`config.mk`:
```
export PLATFORM = sky130hd
export DESIGN_NAME = linear11_scaled_converter_unit
export DESIGN_NICKNAME = d
export VERILOG_FILES = /design/src/l11_pkg.sv /design/src/l11_front.sv /design/src/l11_div_stage.sv /design/src/linear11_scaled_converter_unit.sv
export SDC_FILE = /design/constraint.sdc
export NUM_CORES = 2
export LEC_CHECK = 0
export BUFFER_PORTS_ARGS = -buffer_cell sky130_fd_sc_hd__buf_2
export CORE_MARGIN = 2
export CORE_UTILIZATION = 35
export DETAILED_ROUTE_END_ITERATION = 6
export GPL_TIMING_DRIVEN = 0
export SKIP_CTS_REPAIR_TIMING = 1
export SLEW_MARGIN = 25
export SYNTH_ARGS = -nofsm -noshare
export SYNTH_HDL_FRONTEND = slang
export SYNTH_SLANG_ARGS = --single-unit
```
`constraint.sdc`:
```
create_clock -name clk -period 12.6 [get_ports clk]
set_input_delay 1.26 -clock clk [delete_from_list [all_inputs] [get_ports clk]]
set_output_delay 1.26 -clock clk [all_outputs]
set_load 0.05 [all_outputs]
```
`src/l11_pkg.sv`:
```
// Package for the LINEAR11 scaled converter.
// Holds the shared widths, status and mode codes and the pipeline payload type.
// Has no dependencies.
package l11_pkg;

	// Field widths of the stream beats.
	localparam int ValW   = 16;
	localparam int ScaleW = 16;
	localparam int StatW  = 2;

	// Internal arithmetic widths.
	localparam int CmpW  = 42;
	localparam int DenW  = 31;
	localparam int QuoW  = 10;
	localparam int ProdW = 26;

	// Number of exponent candidates (-16..15).
	localparam int NumExp = 32;

	// Status codes.
	localparam logic [StatW-1:0] StOk    = 2'd0;
	localparam logic [StatW-1:0] StZero  = 2'd1;
	localparam logic [StatW-1:0] StSat   = 2'd2;

	// Mode codes.
	localparam logic ModeEnc = 1'b0;
	localparam logic ModeDec = 1'b1;

	// Payload that travels through the divider stages.
	typedef struct packed {
		logic              dec;
		logic [StatW-1:0]  status;
		logic [ValW-1:0]   dres;
		logic [4:0]        expo;
		logic [CmpW-1:0]   rem;
		logic [DenW-1:0]   den;
		logic [QuoW-1:0]   quo;
	} pipe_t;

endpackage

```
`src/l11_front.sv`:
```
// Front end of the converter: exponent search, decode multiply and shift.
// Two register stages; depends on l11_pkg.
module l11_front (
	input  logic                      clk,
	input  logic                      en_s1,
	input  logic                      en_s2,
	input  logic                      mode,
	input  logic [l11_pkg::ValW-1:0]  value,
	input  logic [l11_pkg::ScaleW-1:0] scale,
	output l11_pkg::pipe_t            p_s2
);

	logic                       mode_s1;
	logic [l11_pkg::ValW-1:0]   val_s1;
	logic [l11_pkg::ScaleW-1:0] scl_s1;
	logic [l11_pkg::NumExp-1:0] fit_s1;
	logic [l11_pkg::ProdW-1:0]  prod_s1;
	logic                       mnz_s1;
	logic [l11_pkg::NumExp-1:0] fit;

	// For each exponent, check whether the rounded mantissa stays at or below 1023.
	always_comb begin
		logic [l11_pkg::CmpW-1:0] lhs;
		logic [l11_pkg::CmpW-1:0] rhs;
		for (int i = 0; i < l11_pkg::NumExp; i++) begin
			if (i <= 16) begin
				lhs = ({26'b0, value} << (16 - i)) + {27'b0, scale[15:1]};
				rhs = {26'b0, scale} << 10;
			end else begin
				lhs = {26'b0, value} + ({26'b0, scale} << (i - 17));
				rhs = {26'b0, scale} << (i - 6);
			end
			fit[i] = (lhs < rhs);
		end
	end

	// Stage 1 registers.
	always_ff @(posedge clk) begin
		if (en_s1) begin
			mode_s1 <= mode;
			val_s1  <= value;
			scl_s1  <= scale;
			fit_s1  <= fit;
			prod_s1 <= value[9:0] * scale;
			mnz_s1  <= value[10] || (value[10:0] == 11'd0);
		end
	end

	l11_pkg::pipe_t nxt;

	// Stage 2: choose the exponent, set up the division, finish decode.
	always_comb begin
		logic [4:0]  sel;
		logic [4:0]  ebits;
		logic [5:0]  sh;
		logic [40:0] full;
		logic [26:0] rnd;
		logic        sat;
		sel   = 5'd31;
		ebits = val_s1[15:11];
		sh    = 6'd0;
		full  = '0;
		rnd   = '0;
		for (int i = l11_pkg::NumExp - 1; i >= 0; i--) begin
			if (fit_s1[i]) begin
				sel = i[4:0];
			end
		end
		nxt.expo = {~sel[4], sel[3:0]};
		nxt.quo  = '0;
		if (sel <= 5'd16) begin
			nxt.rem = ({26'b0, val_s1} << (5'd16 - sel)) + {27'b0, scl_s1[15:1]};
			nxt.den = {15'b0, scl_s1};
		end else begin
			nxt.rem = {26'b0, val_s1} + ({26'b0, scl_s1} << (sel - 5'd17));
			nxt.den = {15'b0, scl_s1} << (sel - 5'd16);
		end
		// Decode: shift the product by the signed exponent, rounding half up.
		if (!ebits[4]) begin
			full = {15'b0, prod_s1} << ebits[3:0];
			sat  = |full[40:16];
			nxt.dres = sat ? '1 : full[15:0];
		end else begin
			sh  = 6'd32 - {1'b0, ebits};
			rnd = ({1'b0, prod_s1} + (27'd1 << (sh - 6'd1))) >> sh;
			sat = |rnd[26:16];
			nxt.dres = sat ? '1 : rnd[15:0];
		end
		if (mnz_s1) begin
			sat = 1'b0;
			nxt.dres = '0;
		end
		nxt.dec    = mode_s1;
		nxt.status = (mode_s1 == l11_pkg::ModeDec && sat) ? l11_pkg::StSat : l11_pkg::StOk;
		if (scl_s1 == '0) begin
			nxt.dec    = l11_pkg::ModeDec;
			nxt.dres   = '0;
			nxt.status = l11_pkg::StZero;
		end
	end

	// Stage 2 registers.
	always_ff @(posedge clk) begin
		if (en_s2) begin
			p_s2 <= nxt;
		end
	end

endmodule

```
`src/l11_div_stage.sv`:
```
// One divider stage: two restoring quotient steps, then a register.
// Depends on l11_pkg.
module l11_div_stage #(
	parameter int Hi = 9
) (
	input  logic           clk,
	input  logic           en,
	input  l11_pkg::pipe_t pin,
	output l11_pkg::pipe_t pout
);

	l11_pkg::pipe_t nxt;

	// Two compare and subtract steps, top quotient bit first.
	always_comb begin
		logic [l11_pkg::CmpW-1:0] dsh;
		nxt = pin;
		for (int j = Hi; j > Hi - 2; j--) begin
			dsh = {11'b0, nxt.den} << j;
			if (nxt.rem >= dsh) begin
				nxt.rem    = nxt.rem - dsh;
				nxt.quo[j] = 1'b1;
			end
		end
	end

	always_ff @(posedge clk) begin
		if (en) begin
			pout <= nxt;
		end
	end

endmodule

```
`src/linear11_scaled_converter_unit.sv`:
```
// LINEAR11 scaled converter: encodes value/scale into a LINEAR11 word or decodes
// a word back to a scaled integer. Uses l11_pkg, l11_front and l11_div_stage.
//
// Usage:
// The input channel takes one beat per conversion: tdata holds value and
// scale, tuser holds the mode (0 encode, 1 decode). The output channel gives
// one beat per input beat, in order, with the result and a status code
// (0 ok, 1 zero scale, 2 saturated to 65535).
// The datapath is eight register stages: exponent search and decode
// multiply, exponent select and decode shift, five divider stages of two
// quotient bits each, and the output register. m_tvalid rises once a beat
// has reached the output register; while m_tready stays high, one beat is
// accepted every cycle.
// Each stage advances when the stage after it is empty or moving, so
// bubbles are squeezed out while the receiver stalls and s_tready falls
// only when every stage holds a beat.
// Reset clears all stage valid bits; the data registers are not reset.
module linear11_scaled_converter_unit (
	input  logic        clk,
	input  logic        arst_n,
	input  logic        s_tvalid,
	output logic        s_tready,
	input  logic [31:0] s_tdata,  // value[15:0], scale[31:16]
	input  logic [0:0]  s_tuser,  // mode[0]
	output logic        m_tvalid,
	input  logic        m_tready,
	output logic [23:0] m_tdata   // result[15:0], status[17:16], zero pad[23:18]
);

	localparam int NumSt = 8;

	logic [NumSt-1:0] vld_q;
	logic [NumSt-1:0] en;

	// Stage enables: a stage loads when it is empty or its successor moves.
	always_comb begin
		en[NumSt-1] = !vld_q[NumSt-1] || m_tready;
		for (int i = NumSt - 2; i >= 0; i--) begin
			en[i] = !vld_q[i] || en[i+1];
		end
	end

	assign s_tready = en[0];

	// Valid bits travel with the data.
	always_ff @(posedge clk or negedge arst_n) begin
		if (!arst_n) begin
			vld_q <= '0;
		end else begin
			if (en[0]) begin
				vld_q[0] <= s_tvalid;
			end
			for (int i = 1; i < NumSt; i++) begin
				if (en[i]) begin
					vld_q[i] <= vld_q[i-1];
				end
			end
		end
	end

	l11_pkg::pipe_t p_s2;
	l11_pkg::pipe_t div_s[0:5];

	l11_front u_front (
		.clk   (clk),
		.en_s1 (en[0]),
		.en_s2 (en[1]),
		.mode  (s_tuser[0]),
		.value (s_tdata[15:0]),
		.scale (s_tdata[31:16]),
		.p_s2  (p_s2)
	);

	assign div_s[0] = p_s2;

	// Divider stages, two quotient bits each.
	for (genvar g = 0; g < 5; g++) begin : g_div
		l11_div_stage #(
			.Hi (9 - 2 * g)
		) u_div (
			.clk  (clk),
			.en   (en[2+g]),
			.pin  (div_s[g]),
			.pout (div_s[g+1])
		);
	end

	logic [15:0]               result_s8;
	logic [l11_pkg::StatW-1:0] status_s8;

	// Output register: pack the encode word or pass the decode value.
	always_ff @(posedge clk) begin
		if (en[NumSt-1]) begin
			result_s8 <= div_s[5].dec ? div_s[5].dres : {div_s[5].expo, 1'b0, div_s[5].quo};
			status_s8 <= div_s[5].status;
		end
	end

	assign m_tvalid = vld_q[NumSt-1];
	assign m_tdata  = {6'b0, status_s8, result_s8};

	// The input side only stalls when every stage holds a beat.
	a_full_stall: assert property (@(posedge clk) disable iff (!arst_n)
		!s_tready |-> (&vld_q) && !m_tready)
		else $error("input stalled with an empty stage");

	// Status is never the unused code.
	a_status_code: assert property (@(posedge clk) disable iff (!arst_n)
		m_tvalid |-> (status_s8 == l11_pkg::StOk || status_s8 == l11_pkg::StZero ||
			status_s8 == l11_pkg::StSat))
		else $error("illegal status code");

	// Zero scale always delivers a zero result.
	a_zero_result: assert property (@(posedge clk) disable iff (!arst_n)
		m_tvalid && status_s8 == l11_pkg::StZero |-> result_s8 == 16'd0)
		else $error("zero scale with nonzero result");

	// The divider leaves a remainder below the divisor for encode beats.
	a_div_rem: assert property (@(posedge clk) disable iff (!arst_n)
		vld_q[6] && !div_s[5].dec |-> div_s[5].rem < {11'b0, div_s[5].den})
		else $error("divider remainder out of range");

	// Saturation shows the all-ones result.
	a_sat_value: assert property (@(posedge clk) disable iff (!arst_n)
		m_tvalid && status_s8 == l11_pkg::StSat |-> result_s8 == 16'hffff)
		else $error("saturated beat without full-scale result");

endmodule
```
; ---- After elaboration in Yosys (flattened, before gate mapping)
; Cells that the tools add are included.
[totals]
inputBits = 37
wordCells = 235
register_bits = 656
out_inout_bits = 26
[op_classes]
n_mux = 48
n_reduce_logical = 23
n_lt_le_gt_ge = 42
add_sub_neg = 48
multipliers = 1
shift = 6
n_bitwise = 1
[ops]
columns = op, n
row1 = two-way mux 42 bit, 9
row2 = two-way mux 5 bit, 29
row3 = << shifter 16 x 5 -> 42 bit, 2
row4 = two-way mux 73 bit, 1
row5 = two-way mux 16 bit, 4
row6 = adder 16 x 42 -> 42 bit, 1
row7 = adder 42 x 15 -> 42 bit, 1
row8 = greater-or-equal comparator 42 x 31 -> 1 bit, 1
row9 = greater-or-equal comparator 42 x 32 -> 1 bit, 1
row10 = greater-or-equal comparator 42 x 33 -> 1 bit, 1
row11 = greater-or-equal comparator 42 x 34 -> 1 bit, 1
row12 = greater-or-equal comparator 42 x 35 -> 1 bit, 1
row13 = greater-or-equal comparator 42 x 36 -> 1 bit, 1
row14 = greater-or-equal comparator 42 x 37 -> 1 bit, 1
row15 = greater-or-equal comparator 42 x 38 -> 1 bit, 1
row16 = greater-or-equal comparator 42 x 39 -> 1 bit, 1
row17 = greater-or-equal comparator 42 x 40 -> 1 bit, 1
row18 = subtractor 42 x 32 -> 42 bit, 1
row19 = subtractor 42 x 33 -> 42 bit, 1
row20 = subtractor 42 x 34 -> 42 bit, 1
row21 = subtractor 42 x 35 -> 42 bit, 1
row22 = subtractor 42 x 36 -> 42 bit, 1
row23 = subtractor 42 x 37 -> 42 bit, 1
row24 = subtractor 42 x 38 -> 42 bit, 1
row25 = 86 further kinds, 105

; ---- Longest topological paths before layout
[depth]
depth_word = 35
ltp_mapped = 36
mapped_depth_nobuf = 30

; ---- Modules after synthesis
; From an unflattened synthesis, not the netlist that was laid out.
[unflattened]
cells_unflattened = 8074
hier_area_um2 = 75408.6
[by_module_without_submodules]
columns = module, area_each_um2, seq_area_each_um2, cells_per_inst, n_inst
row1 = l11_front, 35096.2, 5645.4, 4112, 1
row2 = l11_div_stage (g_div[4].u_div), 8061.5, 3213.1, 796, 1
row3 = l11_div_stage (g_div[2].u_div), 8026.4, 3213.1, 779, 1
row4 = l11_div_stage (g_div[3].u_div), 7885.1, 3213.1, 798, 1
row5 = l11_div_stage (g_div[1].u_div), 7694.9, 3213.1, 775, 1
row6 = l11_div_stage (g_div[0].u_div), 7518.5, 3213.1, 743, 1
row7 = linear11_scaled_converter_unit, 1126.1, 740.7, 71, 1

; ---- Worst setup path after synthesis
; OpenSTA, ideal clock, no wires.
[synth_path]
path_kind = input to output
start = in m_tready
end = out s_tready
arrival_ns = 10.229
path_buffers = 0
cell_stages = 6
required_ns = 11.340
setup_slack_ns = 1.111
cell_sequence = nor2b_1 -> nand3_1 -> nor2_1 -> nand3_1 -> inv_1 -> nand3_1
[synth_via]
elab_chain_cells = 8
[synth_rtl]
columns = element, line
row1 = start: declaration, linear11_scaled_converter_unit.sv:26  ; input logic m_tready,
row2 = logical OR 1 bit, linear11_scaled_converter_unit.sv:37  ; en[NumSt-1] = !vld_q[NumSt-1] || m_tready;
row3 = logical OR 1 bit (2 in series), linear11_scaled_converter_unit.sv:39  ; en[i] = !vld_q[i] || en[i+1];
row4 = via en[5], linear11_scaled_converter_unit.sv:33  ; logic [NumSt-1:0] en;
row5 = logical OR 1 bit (3 in series), linear11_scaled_converter_unit.sv:39
row6 = via en[2], linear11_scaled_converter_unit.sv:33
row7 = logical OR 1 bit (2 in series), linear11_scaled_converter_unit.sv:39
row8 = end: declaration, linear11_scaled_converter_unit.sv:22  ; output logic s_tready,
; The timed path passes the listed nets, and every way through them passes these cells.

; ---- Worst setup path after layout
[layout_path]
start = in s_tdata[16]
end = reg u_front.prod_s1[24] in the netlist's numbering (data pin)
[layout_via]
elab_chain_cells = 1
[layout_rtl]
columns = element, line
row1 = start: declaration, linear11_scaled_converter_unit.sv:23  ; input logic [31:0] s_tdata,
row2 = multiplier 10 x 16 -> 26 bit, l11_front.sv:44  ; prod_s1 <= value[9:0] * scale;
row3 = end signal: assignment, l11_front.sv:44
row4 = end: declaration, l11_front.sv:17  ; logic [l11_pkg::ProdW-1:0] prod_s1;
; No other way between the ends.
; A chain may end at the register's enable or synchronous reset.

==> flow_summary.json <==
{
  "status": "completed",
  "synth_area_per_cell_um2": 9.17,
  "p_leak_nw": 30.9,
  "preCtsSetupSlack_ns": 1.35,
  "p_per_area_mw_per_mm2": 301,
  "core_mm2": 0.192,
  "drt_first_pass_iters": 6,
  "die-width_um": 443,
  "min_path_type": "input pin to async pin",
  "clkTransAtPathRegs_ns": 0.07,
  "synthArstFlopShare_pct": 1.22,
  "place.gp.congestion": 0.990,
  "final.min_clock_period_ns": 10.86,
  "power_mw": 22.3,
  "fin_crit_sh_pct": 86.2,
  "worstMarginPinSlew_ns": 1.13,
  "die_area_mm2": 0.197,
  "post-route-drc-count": 0,
  "r2r_start": "u_front.p_s2[11]$_DFFE_PP_",
  "setup_slack_ns": 1.74,
  "fill_cells": 19100,
  "grt_pass1_wl_um": 329000,
  "portBuffers": 56,
  "cts_root_buf": "clkbuf_16",
  "crit_fanout": 10,
  "synth_area_mm2": 0.0675,
  "holdWs_ns": 0.393,
  "yosys_register_bits": 656,
  "hold_violations": 0,
  "dp_hpwl_um": 176000,
  "crit_start": "s_tdata[16]",
  "maxCapViolCount": 0,
  "syn_to_final_growth_pct": 9.41,
  "clock_latency_ns": 0.71,
  "worstPathBufferInverterCount": 11,
  "critPathKind": "input pin to flip-flop",
  "slowest_delay_ns": 0.90,
  "syn_inst": 7364,
  "finalSetupTns_ns": 0,
  "drt-vias-per-instance": 5.60,
  "wirelength_um": 218000,
  "synth-main-ff-cell": "edfxtp_1",
  "finClkSkew_ns": 0.0274,
  "max-clock-path-buffers": 3,
  "placed_area_mm2": 0.0715,
  "yosysSeqAreaShare_pct": 29.1,
  "initial_core_util_pct": 35.1,
  "tritoncts.num_buffers": 74,
  "finalSetupViolCount": 0,
  "drt_iter0_markers": 3889,
  "start_kind": "input pin",
  "synth_edf_count": 648,
  "cts_max_level": 3,
  "grt-ovfl-total": 0,
  "crit_family": "buffers and inverters",
  "grt_max_degree": 79,
  "rows": 161,
  "antenna_found_initial": 7,
  "num_vias": 56500,
  "yosysWarningCount": 0,
  "ir_drop_uv": 178,
  "multi_input_area_mm2": 0.0451,
  "relSlewSlack_pct": 24.9,
  "ys_types": 118,
  "stdcell_area_mm2": 0.0739,
  "grt_pass1_vias": 56100,
  "detail_route.wl_per_cell_um": 21.6,
  "grt_setup_unrepaired": "false",
  "nets": 8617,
  "synth.top_cells.by_area": "edfxtp_1 (29%), ha_1 (17%), xnor2_1 (4.9%)",
  "synth.largest_area_cell": "edfxtp_1",
  "track_usage_pct": 21.5,
  "die_h_um": 443,
  "end_kind": "flip-flop",
  "critical_path.slowest_cell": "clkbuf_1",
  "max_freq_ghz": 0.0921,
  "required_ns": 13.02,
  "arrival_ns": 11.28,
  "ios": 63,
  "final_cell_mix": "ha_1 (936), edfxtp_1 (648), nor2_1 (608)",
  "clock_sinks": 656,
  "antenna_left": 0,
  "final_common_cell": "ha_1",
  "seqCellArea_mm2": 0.0197,
  "cts_tree": "yes",
  "maxSlewViolCount": 0,
  "synth_top_area_share_pct": 28.8,
  "drive_gt1_share_pct": 6.38
}
==> per-stage QoR <==
step,instances,utilization [%]
floorplan,7369,-
CTS,10100,38.5
global route,10100,38.5
detailed placement,9967,37.2
global placement,9951,36.9
finish,10100,38.5
==> cells by family after synthesis <==
kind of cell               after synthesis  share of synthesized area (%)
and+or+nand+nor                       2063                           14.6
AOI/OAI and AO/OA                     1985                           18.5
adders and majority gates             1063                           21.1
buffers and inverters                  733                           4.30
DFF                                    656                           29.1
xor gates and xnor gates               570                           7.45
muxes                                  293                           4.92
other                                    1                        0.00555
==> worst register-to-register path, delay by kind of cell (launching register included) <==
kind	cells	cell delay (ns)
AO/OA/AOI/OAI	15	4.25
buffers and inverters	7	2.55
AND/OR/NAND/NOR	10	1.90
adder cells (fa/ha/maj)	2	0.61
flip-flops	1	0.46
==> cells in the mapped netlist (all sizes together), types with 33 or more instances <==
cell    count
buf        74
o21ai     500
fa        127
or3        33
nor2      611
nor2b     118
nand3     144
clkbuf    153
a211oi     59
mux2      121
nor4       60
o211ai     37
nand2b    107
o21a      123
o31ai      36
and2       67
o21bai     60
nand2     552
edfxtp    648
nand4      65
ha        936
a31oi      61
o22ai      37
xnor2     378
xor2      192
inv       503
a21oi     592
nor3      158
and3       49
mux2i     153
a21o      222
==> sequential cells by signal, indices dropped and copies added, names as in the netlist <==
name              count
g_div.u_div.pout    442
u_front.p_s2         97
u_front.fit_s1       31
u_front.prod_s1      26
result_s8            16
u_front.scl_s1       16
u_front.val_s1       16
vld_q                 8
status_s8             2
u_front.mnz_s1        1
u_front.mode_s1       1
==> path summary, 6_finish.rpt <==
check                                               endpoint  slack, ns  cells after the start
max reg2reg                g_div[0].u_div.pout[68]$_DFFE_PP_       2.59                     34
min in group clk           g_div[2].u_div.pout[99]$_DFFE_PP_       0.41                      0
max in group asynchronous               vld_q[3]$_DFFE_PN0P_      12.02                      1
min                                     vld_q[0]$_DFFE_PN0P_       0.39                      1
min reg2reg                g_div[2].u_div.pout[99]$_DFFE_PP_       0.41                      0
max                            u_front.prod_s1[24]$_DFFE_PP_       1.74                     30
==> metal layers <==
layer	track usage, %	wire, um	up-vias
li1	-	-	27300
met1	25.0	88200	27000
met2	37.7	106000	1689
met3	2.35	9520	551
met4	13.2	14700	2
met5	0	18	-
==> cell type report <==
class	instances	share of cell area (%)
diodes	1	0.00339
plain buffers	227	1.36
clock buffers	87	2.57
clock inverters	46	0.672
inverters	506	2.58
multi-input cells	5980	61.0
flip-flops and latches	656	26.6
well taps	2526	4.28
repair buffers	72	0.935
==> where the power goes <==
group          total [mW]  internal [mW]  switching [mW]  leakage, nW
Combinational        15.8           6.53            9.28         22.9
Sequential           4.31           3.85           0.463         6.78
Clock                2.14           1.20           0.942         1.16
Total                22.3           11.6            10.7         30.9
(Power assumes the default switching activity.)
